===== src/design/mtd_pkg.sv =====
// Shared types and constants for the multi-tap detector.
// Used by every module of the block; depends on nothing.
`default_nettype none

package mtd_pkg;

  localparam int TIME_W  = 32;
  localparam int LIMIT_W = 24;
  localparam int COUNT_W = 4;
  localparam int PHASE_W = 2;
  localparam int TRIG_W  = 2;
  localparam int CFG_INDEX_W = 2;

  localparam logic [PHASE_W-1:0] PHASE_IDLE            = 2'd0;
  localparam logic [PHASE_W-1:0] PHASE_RELEASE_PENDING = 2'd1;
  localparam logic [PHASE_W-1:0] PHASE_CLICK_PENDING   = 2'd2;

  localparam logic [TRIG_W-1:0] TRIG_NONE      = 2'd0;
  localparam logic [TRIG_W-1:0] TRIG_ONGOING   = 2'd1;
  localparam logic [TRIG_W-1:0] TRIG_TRIGGERED = 2'd2;

  localparam logic [CFG_INDEX_W-1:0] CFG_TAP_TIME_LIMIT    = 2'd0;
  localparam logic [CFG_INDEX_W-1:0] CFG_TAP_SPACING_LIMIT = 2'd1;
  localparam logic [CFG_INDEX_W-1:0] CFG_TAPS_NEEDED       = 2'd2;

  localparam logic [LIMIT_W-1:0] TAP_TIME_LIMIT_RESET    = 24'd200000;
  localparam logic [LIMIT_W-1:0] TAP_SPACING_LIMIT_RESET = 24'd200000;
  localparam logic [COUNT_W-1:0] TAPS_NEEDED_RESET       = 4'd2;

  typedef struct packed {
    logic [LIMIT_W-1:0] tap_time_limit;
    logic [LIMIT_W-1:0] tap_spacing_limit;
    logic [COUNT_W-1:0] taps_needed;
  } cfg_t;

  typedef struct packed {
    logic              pressed;
    logic [TIME_W-1:0] now;
  } sample_t;

endpackage

`default_nettype wire


===== src/design/mtd_config.sv =====
// Configuration register bank of the multi-tap detector.
// Depends on mtd_pkg for the register indexes, widths and reset values.
`default_nettype none

module mtd_config (
  input  wire logic                             clk,
  input  wire logic                             rst,
  input  wire logic                             cfg_valid,
  input  wire logic [mtd_pkg::CFG_INDEX_W-1:0]  cfg_index,
  input  wire logic [mtd_pkg::LIMIT_W-1:0]      cfg_data,
  output mtd_pkg::cfg_t                         cfg
);

  always_ff @(posedge clk) begin
    if (rst) begin
      cfg.tap_time_limit    <= mtd_pkg::TAP_TIME_LIMIT_RESET;
      cfg.tap_spacing_limit <= mtd_pkg::TAP_SPACING_LIMIT_RESET;
      cfg.taps_needed       <= mtd_pkg::TAPS_NEEDED_RESET;
    end else if (cfg_valid) begin
      case (cfg_index)
        mtd_pkg::CFG_TAP_TIME_LIMIT:    cfg.tap_time_limit    <= cfg_data;
        mtd_pkg::CFG_TAP_SPACING_LIMIT: cfg.tap_spacing_limit <= cfg_data;
        mtd_pkg::CFG_TAPS_NEEDED: begin
          cfg.taps_needed <= cfg_data[mtd_pkg::COUNT_W-1:0];
        end
        default: ;
      endcase
    end
  end

endmodule

`default_nettype wire


===== src/design/mtd_core.sv =====
// Tap recognition state and per-sample decision logic.
// Depends on mtd_pkg for phase and trigger codes and the shared structs.
`default_nettype none

module mtd_core (
  input  wire logic                        clk,
  input  wire logic                        rst,
  input  wire logic                        fire,
  input  wire mtd_pkg::sample_t            sample,
  input  wire mtd_pkg::cfg_t               cfg,
  output logic [mtd_pkg::TRIG_W-1:0]       trigger_next
);

  logic [mtd_pkg::PHASE_W-1:0] phase, phase_next;
  logic [mtd_pkg::COUNT_W-1:0] tap_count, tap_count_next, count_inc;
  logic [mtd_pkg::TIME_W-1:0]  press_time, press_time_next;
  logic [mtd_pkg::TIME_W-1:0]  release_time, release_time_next;
  logic [mtd_pkg::TIME_W-1:0]  held, gap;
  logic                        tap_ok, gap_ok;

  assign held   = sample.now - press_time;
  assign gap    = sample.now - release_time;
  assign tap_ok = held <= {{(mtd_pkg::TIME_W-mtd_pkg::LIMIT_W){1'b0}}, cfg.tap_time_limit};
  assign gap_ok = gap <= {{(mtd_pkg::TIME_W-mtd_pkg::LIMIT_W){1'b0}}, cfg.tap_spacing_limit};
  assign count_inc = tap_count + 1'b1;

  always_comb begin
    phase_next        = phase;
    tap_count_next    = tap_count;
    press_time_next   = press_time;
    release_time_next = release_time;
    trigger_next      = mtd_pkg::TRIG_NONE;
    case (phase)
      mtd_pkg::PHASE_RELEASE_PENDING: begin
        if (sample.pressed) begin
          trigger_next = mtd_pkg::TRIG_ONGOING;
        end else if (tap_ok) begin
          if (count_inc >= cfg.taps_needed) begin
            phase_next     = mtd_pkg::PHASE_IDLE;
            tap_count_next = '0;
            trigger_next   = mtd_pkg::TRIG_TRIGGERED;
          end else begin
            phase_next        = mtd_pkg::PHASE_CLICK_PENDING;
            tap_count_next    = count_inc;
            release_time_next = sample.now;
            trigger_next      = mtd_pkg::TRIG_ONGOING;
          end
        end else begin
          phase_next     = mtd_pkg::PHASE_IDLE;
          tap_count_next = '0;
        end
      end
      mtd_pkg::PHASE_CLICK_PENDING: begin
        if (!sample.pressed) begin
          trigger_next = mtd_pkg::TRIG_ONGOING;
        end else if (gap_ok) begin
          phase_next      = mtd_pkg::PHASE_RELEASE_PENDING;
          press_time_next = sample.now;
          trigger_next    = mtd_pkg::TRIG_ONGOING;
        end else begin
          phase_next     = mtd_pkg::PHASE_IDLE;
          tap_count_next = '0;
        end
      end
      default: begin
        // The unused phase code behaves as idle.
        if (sample.pressed) begin
          phase_next      = mtd_pkg::PHASE_RELEASE_PENDING;
          press_time_next = sample.now;
          trigger_next    = mtd_pkg::TRIG_ONGOING;
        end
      end
    endcase
  end

  always_ff @(posedge clk) begin
    if (rst) begin
      phase        <= mtd_pkg::PHASE_IDLE;
      tap_count    <= '0;
      press_time   <= '0;
      release_time <= '0;
    end else if (fire) begin
      phase        <= phase_next;
      tap_count    <= tap_count_next;
      press_time   <= press_time_next;
      release_time <= release_time_next;
    end
  end

endmodule

`default_nettype wire


===== src/design/multi_tap_detector.sv =====
// Top level of the multi-tap detector: input register, decision core, result register.
// Depends on mtd_pkg, mtd_config and mtd_core.
//
//   channel  | handshake             | payload
//   ---------+-----------------------+---------------------------
//   input    | in_valid / in_ready   | pressed, now
//   result   | out_valid / out_ready | trigger
//   config   | cfg_valid / cfg_ready | cfg_index, cfg_data
//
// Each item waits in the input register while the core decides it; its result is
// registered into the result register as the item leaves, which a stalled result can delay;
// one item per cycle is sustained while the result is not stalled.
// The figure is set by the single state update per item in the decision core.
// A synchronous reset restores the default limits and returns the detector to idle.
// A stalled result holds the pipeline; the input register still takes an item
// whenever it is empty or moving on.
`default_nettype none

module multi_tap_detector (
  input  wire logic                             clk,
  input  wire logic                             rst,
  input  wire logic                             in_valid,
  output logic                                  in_ready,
  input  wire logic                             pressed,
  input  wire logic [mtd_pkg::TIME_W-1:0]       now,
  output logic                                  out_valid,
  input  wire logic                             out_ready,
  output logic [mtd_pkg::TRIG_W-1:0]            trigger,
  input  wire logic                             cfg_valid,
  output logic                                  cfg_ready,
  input  wire logic [mtd_pkg::CFG_INDEX_W-1:0]  cfg_index,
  input  wire logic [mtd_pkg::LIMIT_W-1:0]      cfg_data
);

  mtd_pkg::cfg_t              cfg;
  mtd_pkg::sample_t           sample;
  logic                       sample_valid;
  logic                       out_free;
  logic                       fire;
  logic [mtd_pkg::TRIG_W-1:0] trigger_next;

  assign cfg_ready = 1'b1;
  assign out_free  = !out_valid || out_ready;
  assign fire      = sample_valid && out_free;
  assign in_ready  = !sample_valid || fire;

  mtd_config u_config (
    .clk       (clk),
    .rst       (rst),
    .cfg_valid (cfg_valid),
    .cfg_index (cfg_index),
    .cfg_data  (cfg_data),
    .cfg       (cfg)
  );

  mtd_core u_core (
    .clk          (clk),
    .rst          (rst),
    .fire         (fire),
    .sample       (sample),
    .cfg          (cfg),
    .trigger_next (trigger_next)
  );

  always_ff @(posedge clk) begin
    if (rst) begin
      sample_valid <= 1'b0;
    end else if (in_ready) begin
      sample_valid <= in_valid;
    end
  end

  always_ff @(posedge clk) begin
    if (in_valid && in_ready) begin
      sample.pressed <= pressed;
      sample.now     <= now;
    end
  end

  always_ff @(posedge clk) begin
    if (rst) begin
      out_valid <= 1'b0;
    end else if (out_free) begin
      out_valid <= sample_valid;
    end
  end

  always_ff @(posedge clk) begin
    if (fire) begin
      trigger <= trigger_next;
    end
  end

endmodule

`default_nettype wire


===== config.mk =====
export PLATFORM = sky130hd
export DESIGN_NAME = multi_tap_detector
export DESIGN_NICKNAME = d
export VERILOG_FILES = /design/src/design/mtd_pkg.sv /design/src/design/mtd_config.sv /design/src/design/mtd_core.sv /design/src/design/multi_tap_detector.sv
export SDC_FILE = /design/constraint.sdc
export NUM_CORES = 1
export LEC_CHECK = 0
export BUFFER_PORTS_ARGS = -buffer_cell sky130_fd_sc_hd__buf_2
export CAP_MARGIN = 0
export CORE_UTILIZATION = 36
export CTS_CLUSTER_SIZE = 8
export DETAILED_ROUTE_END_ITERATION = 12
export HOLD_SLACK_MARGIN = 0.03
export PLACE_DENSITY = 0.57
export SLEW_MARGIN = 20
export SYNTH_ARGS = -nofsm -noshare
export SYNTH_HDL_FRONTEND = slang
export SYNTH_SLANG_ARGS = --single-unit

===== constraint.sdc =====
create_clock -name clk -period 13.6 [get_ports clk]
set_input_delay 1.36 -clock clk [delete_from_list [all_inputs] [get_ports clk]]
set_output_delay 1.36 -clock clk [all_outputs]
set_load 0.005 [all_outputs]

== Yosys cells after proc, flatten, opt, wreduce, memory -nomap -nowiden ==
Cells that the tools add are included.

* Bits in latches: 0
* Memory bits (writable): 0
* Memories: 0
* Output and inout port bits: 5
* Input port bits: 64
* Bits in read-only memories: 0
* Register bits after elaboration: 159

* Eq/ne operators: 8
* Shifts and indexed selects: 0
* Multipliers: 0
* $add $sub $neg: 3
* Divide/modulo/power cells: 0
* Multiplexer cells: 23
* Reduce and logical (&&, ||, !) cells: 16
* $lt $le $gt $ge: 3
* Bitwise logic cells: 3

{| class="wikitable"
|+ Operator list
! cell !! number
|-
| 32-bit two-way mux || 3
|-
| 32-bit by 24-bit <= comparator with 1-bit output || 2
|-
| 32-bit one-hot mux with 2 select lines || 1
|-
| 32-bit subtractor || 2
|-
| 4-bit two-way mux || 5
|-
| 2-bit two-way mux || 9
|-
| 5-bit AND reduction || 2
|-
| 2-bit one-hot mux with 2 select lines || 2
|-
| 4-bit one-hot mux with 2 select lines || 1
|-
| 4-bit AND reduction || 2
|-
| 2-bit != test (second input constant) || 3
|-
| 2-bit AND reduction || 3
|-
| 4-bit by 1-bit adder with 4-bit output (second input constant) || 1
|-
| 2-bit by 1-bit equality test with 1-bit output (second input constant) || 2
|-
| 2-bit equality test (second input constant) || 2
|-
| 4-bit >= comparator || 1
|-
| 2-bit nonzero test || 2
|-
| 1-bit NOT || 3
|-
| 1-bit logical AND || 2
|-
| 1-bit zero test || 2
|-
| 2-bit zero test || 1
|-
| 1-bit logical OR || 2
|-
| 1-bit two-way mux || 2
|-
| 2-bit by 1-bit != test with 1-bit output (second input constant) || 1
|}

== Depth between registers and ports, before layout ==
* Depth after elaboration: 6
* Depth in mapped cells: 24
* Depth with buffers taken out: 23

== By module ==
From an unflattened synthesis, not the netlist that was laid out.

* Cells, all modules: 1320
* Area, all modules: 11513.5 µm²

{| class="wikitable"
|+ Modules (own cells, without submodules)
! module !! area each (µm²) !! instances !! cells an instance
|-
| mtd_core || 8227.9 || 1 || 1073
|-
| mtd_config || 2119.5 || 1 || 200
|-
| multi_tap_detector || 1166.1 || 1 || 47
|}

== Worst setup path after synthesis ==
Ideal clock, no wire load.

* Path kind: register to register
* Start: reg sample[6] (netlist name)
* End: reg u_core.press_time[10] (netlist name)
* Period minus slack after synthesis: 5.286 ns
* Setup slack: 8.314 ns
* Setup time: 0.072 ns
* Buffers on the path: 2
* Cell stages (with the launch flop): 23
* Arrival time: 5.215 ns
* Cell sequence: edfxtp_1 > ha_1 > buf_2 > a21oi_1 > o22ai_1 > a311oi_1 > o21bai_1 > a21oi_1 > o21bai_1 > a21oi_1 > xnor2_1 > ha_1 > a211oi_2 > o21ai_1 > a221o_1 > a211o_1 > o21a_1 > or4b_4 > nor4_2 > nand3_2 > a21oi_4 > buf_12 > mux2i_1

* Word-level cells in the longest chain between the ends: 4

{| class="wikitable"
|+ RTL lines
! item !! RTL line !! text
|-
| 32-bit subtractor || mtd_core.sv:22 || <nowiki>assign gap = sample.now - release_time;</nowiki>
|-
| 32-bit by 24-bit <= comparator with 1-bit output || mtd_core.sv:24 || <nowiki>assign gap_ok = gap <= {{(mtd_pkg::TIME_W-mtd_pkg::LIMIT_W){1'b0}}, cfg.tap_spacing_limit};</nowiki>
|-
| 2-bit by 1-bit != test with 1-bit output (no source line) || n/a ||
|-
| 4-bit AND reduction (no source line) || n/a ||
|-
| to (signal assigned) || mtd_core.sv:85 || <nowiki>press_time <= press_time_next;</nowiki>
|-
| to (decl) || mtd_core.sv:16 || <nowiki>logic [mtd_pkg::TIME_W-1:0] press_time, press_time_next;</nowiki>
|}

Every way passes these cells.
A chain may end at the register's enable or synchronous reset.

== Worst setup path after layout ==
* Start: reg sample[6] (netlist name)
* End: reg u_core.press_time[9] (netlist name)

* Word-level cells in the longest chain between the ends: 4

{| class="wikitable"
|+ RTL lines
! item !! RTL line
|-
| 32-bit subtractor || mtd_core.sv:22
|-
| 32-bit by 24-bit <= comparator with 1-bit output || mtd_core.sv:24
|-
| 2-bit by 1-bit != test with 1-bit output (no source line) || n/a
|-
| 4-bit AND reduction (no source line) || n/a
|}

Every way passes these cells.

==> results.toml <==
[outcome]
status = "complete, no violations"

[final_layout]
fin_area_um2 = 12300
layout_commonest_cell = "nand2_1"
syn_to_final_growth_pct = 10.5
fin_cells = 1784
final_cell_mix = "148 x nand2_1, 134 x inv_1, 126 x a21oi_1"
layout-drive-gt1-share_pct = 8.79
final_core_util_pct = 40.3
fill_cells = 3173
nets = 1558
antennaDiodeCount = 0

[detailed_routing]
drc = 0
drt_first_pass_iters = 5
routedWlPerCell_um = 16.0
antenna_left = 0
first_iter_violations = 633
routed_wl_um = 28500
vias = 9193
vias_per_cell = 5.15

[critical_path]
crit_path_start_kind = "flop"
worstSetupEndpointType = "flop"
crit_arrival_ps = 6780
rr_startpoint = "sample[6]"
path_class = "flop to flop"
critPathLaunch = "sample[6]"
critPathRequiredTime_ps = 13970
crit_fanout = 32

[logic_synthesis]
synthFlopType = "dfxtp_1"
synth.cell_area_um2 = 11200
synth-async-reset-ratio_pct = 0
synth_fp_nets = 1528
synth_edf_count = 35
postSynthCellCount = 1345
synth_warnings = 0
avgSynthCellArea_um2 = 8.30
seq_area_frac_synth_pct = 31.6
synth.distinct_cells = 75
synth_seq_cells = 159

[pwr]
ir_drop_mv = 0.0900
power_density_nw_per_um2 = 102
power_leakage_nw = 5.06
power_mw = 1.26

[hold_path]
holdCritPathClass = "flop to flop"
hp-start = "u_config.cfg[8]"

[die]
pin_count = 69
floorplan.initialDensity_pct = 36.5
core_area_um2 = 30600
die_area_um2 = 31700
die_y_um = 178
rows = 64
dieWidth_um = 178

[grt]
grt_overflow = 0
grt_max_degree = 113
grt_pass1_wl_um = 46000
grt_pass1_vias = 8866
grt_use_total_pct = 18.7
antenna_found_initial = 0

[cts]
cts_hold_buffers = 0
clk_latency_ps = 450
cts_max_level = 4
post_cts_buffers = 0
cts_made_buffers = 17
path_clk_slew_ps = 70
cts_resized = 0
clockBufferDepth = 2
cts_sinks = 159
cts_root_buf = "clkbuf_16"
cts_tree = "done"

[timing]
timing.fmax_ghz = 0.156
setup_violations = 0
fin_crit_ps = 6410
tns_ps = 0
slew_viol_final = 0
holdWs_ps = 460
relSlewSlack_pct = 31.3
worst_slack_ps = 7190
min_period_over_period_pct = 47.1
grt_setup_unrepaired = "no"
finalHoldViolCount = 0
worst_pin_slew_ps = 1030
finClkSkew_ps = 11.7

[placement]
place_ws_ps = 7190
placed_area_um2 = 11700
post-dp-hpwl_um = 21800
gp_congestion = 0.854
place_inst = 1752
port_buffers = 67

[run]
maxCapViolations = 0
[report_power, final]
part           switching (mW)  total [mW]  internal [mW]
clock network           0.222       0.489          0.267
logic                   0.154       0.262          0.107
registers              0.0134       0.512          0.499
[cells in the mapped netlist, drive strengths merged (13+ instances only)]
cell	n	share of area [%]
nand2	148	5.0
inv	134	4.5
a21oi	127	5.8
dfxtp	124	22
ha	117	13
nor2	92	3.1
nand2b	78	4.4
mux2i	71	6.4
o21ai	55	2.5
clkbuf	44	1.5
edfxtp	35	9.4
a21o	33	2.2
xnor2	29	2.3
xor2	24	1.9
nand3	19	0.90
nand4	19	1.1
a211o	17	1.3
buf	17	1.2
nor2b	13	0.73
[registers in the layout (all words and copies together) (netlist names)]
register and count:
sample_valid 1, out_valid 1, u_core.phase 2, u_core.release_time 32, u_core.tap_count 4, sample 33
trigger 2, u_config.cfg 52, u_core.press_time 32
[kinds of logic (layout without fill, tap and decap cells)]
group	after synthesis	after routing	synth area share, %
flops	159	159	31.6
simple gates	424	424	18.5
buf+inv	195	238	7.18
other cells	1	1	0.0336
compound gates	321	321	18.3
mux	73	73	6.63
fa+ha+maj	119	119	13.5
xor+xnor	53	53	4.16
[critical path, stage by stage, from the launching register on]
cell and delay, ps:
edfxtp_1 460, ha_1 440, a21oi_1 210, o22ai_1 110
a311oi_1 650, o21bai_1 320, a21oi_1 280, o21bai_1 90
a21oi_1 180, xnor2_1 150, ha_1 280, a211oi_2 210
o21ai_1 90, a221o_1 340, a211o_1 240, o21a_1 220
or4b_4 550, nor4_2 360, nand3_2 160, a21oi_4 150
buf_4 490, mux2i_1 270
[layer usage]
layer	routed length, µm	vias up	global-route usage [%]
li1	-	4720	-
met1	15200	4271	27.5
met2	11900	169	27.7
met3	968	33	2.75
met4	469	0	5.48
met5	0	-	0
[worst paths after layout]
| check | cells past startpoint | slack (ps) | to |
|---|---|---|---|
| min | 2 | 460 | u_config.cfg[8] |
| min reg2reg | 2 | 460 | u_config.cfg[8] |
| max | 21 | 7190 | u_core.press_time[9] |
| max reg2reg | 21 | 7190 | u_core.press_time[9] |
[area by class of cell]
cell class / instances / area [µm²] / share of cell area (%)
multi-input cells: 991 / 6850 / 55.5
flip-flops and latches: 159 / 3530 / 28.6
inverters: 134 / 503 / 4.08
well taps: 396 / 495 / 4.02
clock buffers: 19 / 454 / 3.68
repair buffers: 72 / 375 / 3.04
clock inverters: 13 / 128 / 1.03
(Power assumes the default switching activity.)
